<file path="src/rtl/bhj_pkg.sv">
package bhj_pkg;

  // Run length limit and field widths
  localparam int unsigned MAX_WORDS   = 33554432;
  localparam int unsigned WORD_W      = 32;
  localparam int unsigned TOTAL_W     = 31;
  localparam int unsigned PAIRS_W     = 26;
  localparam int unsigned RATIO_W     = 17;
  localparam int unsigned RUN_W       = $clog2(MAX_WORDS + 1);
  localparam int unsigned POP_W       = $clog2(WORD_W + 1);
  localparam int unsigned FRAC_BITS   = 16;
  localparam int unsigned QUEUE_DEPTH = 2;
  localparam int unsigned QPTR_W      = (QUEUE_DEPTH > 1) ? $clog2(QUEUE_DEPTH) : 1;
  localparam int unsigned QCNT_W      = $clog2(QUEUE_DEPTH + 1);

  // Totals of one finished run, handed from front to back
  typedef struct packed {
    logic [TOTAL_W-1:0] diff_total;
    logic [TOTAL_W-1:0] inter_total;
    logic [TOTAL_W-1:0] union_total;
    logic [PAIRS_W-1:0] pairs_seen;
  } run_rec_t;

  // Ones in a nibble
  function automatic logic [2:0] nib_ones(input logic [3:0] n);
    case (n)
      4'h0:                         nib_ones = 3'd0;
      4'h1, 4'h2, 4'h4, 4'h8:       nib_ones = 3'd1;
      4'h7, 4'hB, 4'hD, 4'hE:       nib_ones = 3'd3;
      4'hF:                         nib_ones = 3'd4;
      default:                      nib_ones = 3'd2;
    endcase
  endfunction

  // Ones in a word, summed nibble by nibble
  function automatic logic [POP_W-1:0] word_ones(input logic [WORD_W-1:0] w);
    logic [POP_W-1:0] acc;
    acc = '0;
    for (int i = 0; i < WORD_W / 4; i++) begin
      acc = acc + POP_W'(nib_ones(w[4*i +: 4]));
    end
    word_ones = acc;
  endfunction

  // Saturating add of a popcount to a total
  function automatic logic [TOTAL_W-1:0] total_add(input logic [TOTAL_W-1:0] total,
                                                   input logic [POP_W-1:0]   inc);
    logic [TOTAL_W:0] s;
    s = {1'b0, total} + (TOTAL_W + 1)'(inc);
    total_add = s[TOTAL_W] ? {TOTAL_W{1'b1}} : s[TOTAL_W-1:0];
  endfunction

endpackage

</file>
<file path="src/rtl/bitvector_hamming_jaccard_top.sv">
// Path: an item that ends a run is written to the run queue; the back end then takes it
//   and runs a bit-serial Jaccard divide, MSB first; an empty union skips the divide.
// Throughput: one word pair per cycle while the run queue has room; the back end works on
//   one run at a time until it is popped; a two-entry run queue absorbs short runs.
// Reset: synchronous active-high rst clears totals, queue and sequencer; no result is held.
module bitvector_hamming_jaccard_top (
  input  logic                         clk,
  input  logic                         rst,
  input  logic                         push,
  output logic                         full,
  input  logic [bhj_pkg::WORD_W-1:0]   word_a,
  input  logic [bhj_pkg::WORD_W-1:0]   word_b,
  input  logic                         last_word,
  output logic                         empty,
  input  logic                         pop,
  output logic [bhj_pkg::TOTAL_W-1:0]  hamming_distance,
  output logic [bhj_pkg::TOTAL_W-1:0]  intersection_count,
  output logic [bhj_pkg::RATIO_W-1:0]  jaccard_ratio,
  output logic [bhj_pkg::PAIRS_W-1:0]  pair_count,
  output logic                         union_empty
);
  import bhj_pkg::*;

  logic     in_take, rec_push, q_full, q_empty, rec_take;
  run_rec_t front_rec, back_rec;

  // Hold input off while the run queue has no room
  assign full    = q_full;
  assign in_take = push && !q_full;

  bhj_front u_front (
    .clk       (clk),
    .rst       (rst),
    .in_take   (in_take),
    .word_a    (word_a),
    .word_b    (word_b),
    .last_word (last_word),
    .rec_push  (rec_push),
    .rec       (front_rec)
  );

  bhj_queue u_queue (
    .clk     (clk),
    .rst     (rst),
    .wr_en   (rec_push),
    .wr_data (front_rec),
    .q_full  (q_full),
    .rd_en   (rec_take),
    .q_empty (q_empty),
    .rd_data (back_rec)
  );

  bhj_back u_back (
    .clk                (clk),
    .rst                (rst),
    .rec_avail          (!q_empty),
    .rec                (back_rec),
    .rec_take           (rec_take),
    .empty              (empty),
    .pop                (pop),
    .hamming_distance   (hamming_distance),
    .intersection_count (intersection_count),
    .jaccard_ratio      (jaccard_ratio),
    .pair_count         (pair_count),
    .union_empty        (union_empty)
  );

endmodule

</file>
<file path="src/rtl/bhj_front.sv">
module bhj_front (
  input  logic                           clk,
  input  logic                           rst,
  input  logic                           in_take,
  input  logic [bhj_pkg::WORD_W-1:0]     word_a,
  input  logic [bhj_pkg::WORD_W-1:0]     word_b,
  input  logic                           last_word,
  output logic                           rec_push,
  output bhj_pkg::run_rec_t              rec
);
  import bhj_pkg::*;

  logic [TOTAL_W-1:0] inter_total, union_total, diff_total;
  logic [PAIRS_W-1:0] pairs_seen;
  logic [RUN_W-1:0]   run_len;

  logic [TOTAL_W-1:0] inter_next, union_next, diff_next;
  logic [PAIRS_W-1:0] pairs_next;
  logic [RUN_W-1:0]   run_len_next;
  logic               run_end;

  // Popcounts of this item folded into the running totals
  always_comb begin
    inter_next   = total_add(inter_total, word_ones(word_a & word_b));
    union_next   = total_add(union_total, word_ones(word_a | word_b));
    diff_next    = total_add(diff_total,  word_ones(word_a ^ word_b));
    pairs_next   = (&pairs_seen) ? pairs_seen : pairs_seen + PAIRS_W'(1);
    run_len_next = run_len + RUN_W'(1);
    run_end      = last_word || (run_len_next == RUN_W'(MAX_WORDS));
  end

  // Finished run goes to the queue
  always_comb begin
    rec_push        = in_take && run_end;
    rec.diff_total  = diff_next;
    rec.inter_total = inter_next;
    rec.union_total = union_next;
    rec.pairs_seen  = pairs_next;
  end

  // Totals clear at reset and after each run
  always_ff @(posedge clk) begin
    if (rst) begin
      inter_total <= '0;
      union_total <= '0;
      diff_total  <= '0;
      pairs_seen  <= '0;
      run_len     <= '0;
    end else if (in_take) begin
      if (run_end) begin
        inter_total <= '0;
        union_total <= '0;
        diff_total  <= '0;
        pairs_seen  <= '0;
        run_len     <= '0;
      end else begin
        inter_total <= inter_next;
        union_total <= union_next;
        diff_total  <= diff_next;
        pairs_seen  <= pairs_next;
        run_len     <= run_len_next;
      end
    end
  end

endmodule

</file>
<file path="src/rtl/bhj_queue.sv">
module bhj_queue (
  input  logic              clk,
  input  logic              rst,
  input  logic              wr_en,
  input  bhj_pkg::run_rec_t wr_data,
  output logic              q_full,
  input  logic              rd_en,
  output logic              q_empty,
  output bhj_pkg::run_rec_t rd_data
);
  import bhj_pkg::*;

  run_rec_t           slots [QUEUE_DEPTH];
  logic [QPTR_W-1:0]  wr_ptr, rd_ptr;
  logic [QCNT_W-1:0]  count;
  logic               do_wr, do_rd;

  assign q_full  = (count == QCNT_W'(QUEUE_DEPTH));
  assign q_empty = (count == '0);
  assign do_wr   = wr_en && !q_full;
  assign do_rd   = rd_en && !q_empty;
  assign rd_data = slots[rd_ptr];

  // Pointer wrap
  function automatic logic [QPTR_W-1:0] ptr_inc(input logic [QPTR_W-1:0] p);
    ptr_inc = (p == QPTR_W'(QUEUE_DEPTH - 1)) ? '0 : p + QPTR_W'(1);
  endfunction

  always_ff @(posedge clk) begin
    if (do_wr) begin
      slots[wr_ptr] <= wr_data;
    end
  end

  always_ff @(posedge clk) begin
    if (rst) begin
      wr_ptr <= '0;
      rd_ptr <= '0;
      count  <= '0;
    end else begin
      if (do_wr) wr_ptr <= ptr_inc(wr_ptr);
      if (do_rd) rd_ptr <= ptr_inc(rd_ptr);
      if (do_wr && !do_rd) begin
        count <= count + QCNT_W'(1);
      end else if (do_rd && !do_wr) begin
        count <= count - QCNT_W'(1);
      end
    end
  end

endmodule

</file>
<file path="src/rtl/bhj_back.sv">
module bhj_back (
  input  logic                         clk,
  input  logic                         rst,
  input  logic                         rec_avail,
  input  bhj_pkg::run_rec_t            rec,
  output logic                         rec_take,
  output logic                         empty,
  input  logic                         pop,
  output logic [bhj_pkg::TOTAL_W-1:0]  hamming_distance,
  output logic [bhj_pkg::TOTAL_W-1:0]  intersection_count,
  output logic [bhj_pkg::RATIO_W-1:0]  jaccard_ratio,
  output logic [bhj_pkg::PAIRS_W-1:0]  pair_count,
  output logic                         union_empty
);
  import bhj_pkg::*;

  localparam int unsigned STEP_W = $clog2(RATIO_W);

  typedef enum logic [2:0] {
    ST_IDLE = 3'b001,
    ST_DIV  = 3'b010,
    ST_DONE = 3'b100
  } back_state_t;

  back_state_t        state, state_next;
  logic [TOTAL_W:0]   rem;
  logic [TOTAL_W-1:0] den;
  logic [RATIO_W-1:0] quot;
  logic [STEP_W-1:0]  step;

  logic [TOTAL_W:0]   rem_sub;
  logic               q_bit;
  logic [TOTAL_W-1:0] rem_keep;

  // One restoring step: quotient bit and partial remainder
  always_comb begin
    rem_sub  = rem - {1'b0, den};
    q_bit    = (rem >= {1'b0, den});
    rem_keep = q_bit ? rem_sub[TOTAL_W-1:0] : rem[TOTAL_W-1:0];
  end

  // Sequencer
  always_comb begin
    state_next = state;
    unique case (state)
      ST_IDLE: if (rec_avail) state_next = (rec.union_total == '0) ? ST_DONE : ST_DIV;
      ST_DIV:  if (step == STEP_W'(RATIO_W - 1)) state_next = ST_DONE;
      ST_DONE: if (pop) state_next = ST_IDLE;
      default: state_next = ST_IDLE;
    endcase
  end

  assign rec_take = (state == ST_IDLE) && rec_avail;
  assign empty    = (state != ST_DONE);
  assign jaccard_ratio = quot;

  always_ff @(posedge clk) begin
    if (rst) begin
      state <= ST_IDLE;
    end else begin
      state <= state_next;
    end
  end

  // Load a run, then one quotient bit per cycle, MSB first
  always_ff @(posedge clk) begin
    unique case (state)
      ST_IDLE: begin
        hamming_distance   <= rec.diff_total;
        intersection_count <= rec.inter_total;
        pair_count         <= rec.pairs_seen;
        union_empty        <= (rec.union_total == '0);
        rem                <= {1'b0, rec.inter_total};
        den                <= rec.union_total;
        quot               <= '0;
        step               <= '0;
      end
      ST_DIV: begin
        quot <= {quot[RATIO_W-2:0], q_bit};
        rem  <= {rem_keep, 1'b0};
        step <= step + STEP_W'(1);
      end
      ST_DONE: begin
        quot <= quot;
      end
      default: begin
        quot <= '0;
      end
    endcase
  end

endmodule

</file>
<file path="config.mk">
export PLATFORM = sky130hd
export DESIGN_NAME = bitvector_hamming_jaccard_top
export DESIGN_NICKNAME = d
export VERILOG_FILES = /design/src/rtl/bhj_pkg.sv /design/src/rtl/bitvector_hamming_jaccard_top.sv /design/src/rtl/bhj_front.sv /design/src/rtl/bhj_queue.sv /design/src/rtl/bhj_back.sv
export SDC_FILE = /design/constraint.sdc
export NUM_CORES = 1
export LEC_CHECK = 0
export BUFFER_PORTS_ARGS = -buffer_cell sky130_fd_sc_hd__buf_2
export CORE_ASPECT_RATIO = 0.6
export CORE_UTILIZATION = 49
export CTS_CLUSTER_SIZE = 25
export DETAILED_ROUTE_END_ITERATION = 8
export PLACE_DENSITY = 0.78
export RECOVER_POWER = 50
export SLEW_MARGIN = 20
export SYNTH_ARGS = -nofsm -noshare
export SYNTH_HDL_FRONTEND = slang
export SYNTH_SLANG_ARGS = --single-unit
export TNS_END_PERCENT = 1
</file>
<file path="constraint.sdc">
create_clock -name clk -period 20.3 [get_ports clk]
set_clock_uncertainty 0.2 [all_clocks]
set_input_delay 2.03 -clock clk [delete_from_list [all_inputs] [get_ports clk]]
set_output_delay 2.03 -clock clk [all_outputs]
set_load 0.01 [all_outputs]
</file>
==> results by group <==
Logic synthesis
  – Synth Cell Area: slightly above 30000 um2
  – Top cell type's share of synthesized area: between 40% and 50%
  – Synth unique cells: 61
  – Post-synth top cells: edfxtp_1 (412), nand2_1 (250), inv_1 (241)
  – Main synth FF type: edfxtp_1
  – Seq/Total Area, Yosys: between 50% and 60%
  – Yosys warnings: 0
  – Number of synthesized register bits: approximately 570
  – Syn_nets: about 3000
  – Synth area leaders: edfxtp_1 (41%), dfxtp_1 (10%), ha_1 (9.5%), mux2_2 (5.2%), xnor2_1 (3.2%)
  – Post-synth EDFFs: a little over 400
  – Ys async rst share: 0%
  – Largest area contributor in the netlist: edfxtp_1
  – Synthesized area per cell: 11.3 um2
  – Post-Syn Instances: 2664
  – Most common cell in the netlist: edfxtp_1

CTS
  – Clock transition at path regs: 0.06 ns
  – Total clock sinks: 565
  – TritonCTS buffer count: 51
  – Deepest clock path buffer count: 3
  – CTS tree: built
  – Post-CTS Setup Bufs: 0
  – Gates resized, CTS repair: 0
  – Post-CTS Hold Buffers: 0
  – H-tree levels: 2
  – Worst skew pair latency: roughly 0.59 ns
  – Clk root buf: clkbuf_16

Routing
  – Via/cell ratio: approximately 5.6
  – Drt first pass iters: 5
  – Final wirelength: 67100 um
  – Antenna-violating nets left: 0
  – Post-route DRC: 0
  – Via count: between 20000 and 25000
  – Average wire per cell in the routed design: roughly 18 um
  – Initial DRC count: 1566

Floorplanning
  – Placeable Area: 60900 um2
  – I/O pin count: between 150 and 200
  – Initial Util: around 50%
  – DIE WIDTH: 322 um
  – Die Height: roughly 200 um
  – Row cnt: 70
  – Die area: 62600 um2

Worst setup path
  – Critical path fanouts, max: 26
  – WS Path Type: in2reg
  – CP endpoint kind: register
  – CP required: around 21 ns
  – Worst EP arrival: 9.66 ns
  – Startpoint Class: primary input

Cells and area
  – Nets: between 3000 and 4000
  – Fillcell total: about 5000
  – P&R area growth vs syn: 10.8%
  – Share of layout cells above drive strength 1: under 10%
  – Antenna Cells: 0

Global routing
  – Largest net degree at the start of global routing: 97
  – All-layer global routing usage: a little over a fifth
  – First-pass GRT wire length: between 100000 and 150000 um
  – Total congestion overflow: 0
  – Initial antenna violation count: 1
  – Vias in the first global route: ~20000

Power
  – P_leak: approximately 0.014 uW
  – Pwr Density: 154 nW/um2
  – Max VDD drop: around 0.00012 V
  – Tot Pwr: just over 5000 uW

Worst hold path
  – Hold Crit Class: reg2reg

STA
  – Final max-slew violation count: 434
  – Final hold vios: 0
  – Hold WS: 0.284 ns
  – Crit share post-route: 46.2%
  – Unrepaired setup endpoints after global routing: no
  – Setup_tns: 0 ns
  – Max Fclk: between 0.1 and 0.15 GHz
  – Final worst path period need: ~9.4 ns
  – Worst slew pin tran: around 3.4 ns
  – Rel. slew slack: -128%
  – Final setup vio count: 0

Placed design
  – Detailed Place HPWL: between 40000 and 50000 um
  – Port buffer count: around 180
  – Gp weighted congestion: around 0.94

Outcome
  – Status: finished with violations
  – Failing checks: capacitance limit, slew limit

Job
  – # Max-Cap Violations: 9
## worst paths after layout
kind                                from                endpoint  slack, ns  cells after the start
setup / recovery               word_a[4]   u_front.diff_total[6]      10.92                     27
setup reg to reg      u_front.run_len[2]    u_queue.slots[1][71]      13.76                     10
hold reg to reg   u_front.union_total[4]  u_front.union_total[4]       0.28                      1
hold / removal    u_front.union_total[4]  u_front.union_total[4]       0.28                      1
## state kept, by name, summed over array words and instances, names as in the netlist, 2 cells and up, named ones only
signal                     cells
u_queue.slots                238
u_back.rem                    32
u_back.den                    31
u_back.hamming_distance       31
u_back.intersection_count     31
u_front.diff_total            31
u_front.inter_total           31
u_front.union_total           31
u_back.pair_count             26
u_front.pairs_seen            26
u_front.run_len               26
u_back.jaccard_ratio          17
u_back.step                    5
u_back.state                   3
u_queue.count                  2
## routing by layer
metal	vias to the layer above	global-route usage, %	wire length, um
met5	-	0	0
met4	0	4.48	1090
met3	91	3.26	4370
met2	671	32.0	29400
met1	10200	31.5	32300
li1	9833	-	-
## critical path, stage by stage
cell      delay, ns
buf_2          0.10
inv_1          0.06
ha_1           0.33
ha_1           0.23
o21ai_0        0.20
o21ai_0        0.22
fa_1           0.50
xor2_1         0.20
fa_1           0.55
inv_1          0.06
fa_1           0.53
inv_1          0.05
fa_1           0.51
fa_1           0.57
inv_1          0.06
fa_1           0.54
inv_1          0.04
ha_1           0.31
a21oi_1        0.22
o21bai_1       0.09
a21oi_1        0.24
nor2b_1        0.08
o21ai_1        0.54
or3_1          0.32
or2_2          0.52
o21ai_0        0.28
a22o_1         0.26
## per-stage QoR
stage | instance area, um2 | setup slack (ns) | cells | util [%]
after floorplan | 30200 | 8.86 | 2664 | -
after global placement | 31900 | 10.56 | 3596 | 52.4
after detailed placement | 31900 | 10.33 | 3596 | 52.4
after CTS | 33600 | 10.93 | 3692 | 55.2
after global routing | 33400 | 10.50 | 3692 | 54.9
final | 33400 | 10.92 | 3692 | 54.9
## logic make-up (layout without fill, tap and decap cells)
family	after synthesis	count (layout)	synth area share (%)
flops	565	565	51.2
xor+xnor	174	174	5.05
buf+inv	327	527	4.14
mux	159	159	5.85
fa+ha+maj	274	274	12.5
simple gates	703	703	11.2
compound gates	462	462	10.1
## layout by cell type (no fill, tap or decap), drive strengths merged, types with 8 or more instances in the layout
master	Yosys	layout
nand3	70	70
nor3b	8	8
a21oi	104	104
and4	9	9
and2	27	27
mux2i	20	20
o21bai	9	9
or3	11	11
nor3	37	37
inv	241	241
o21ai	97	97
dfxtp	153	153
nand4	30	30
buf	22	74
a21o	33	33
edfxtp	412	412
nor4	14	14
nand2	250	250
and3	45	45
clkbuf	64	178
clkinv	0	22
a31oi	55	55
fa	46	46
nor2	140	140
ha	228	228
xor2	64	64
a22o	95	95
xnor2	110	110
mux2	139	139
nor2b	14	14
o21a	12	12
nand2b	28	28
## cell type report
type	count	area, um2	share of cell area, %
timing repair buffer	190	827	2.47
sequential	565	15400	46.2
clock inverter	34	373	1.12
clock buffer	62	1360	4.06
multi-input combinational	1772	13500	40.4
inverter	241	906	2.71
tap	828	1040	3.10
## power by group
part,leakage [uW],switching [uW],internal [uW],total (uW)
clock network,0.000847,430,569,999
logic,0.00751,1420,932,2350
registers,0.00532,110,1680,1790
Power figures use the tool's default switching activity.
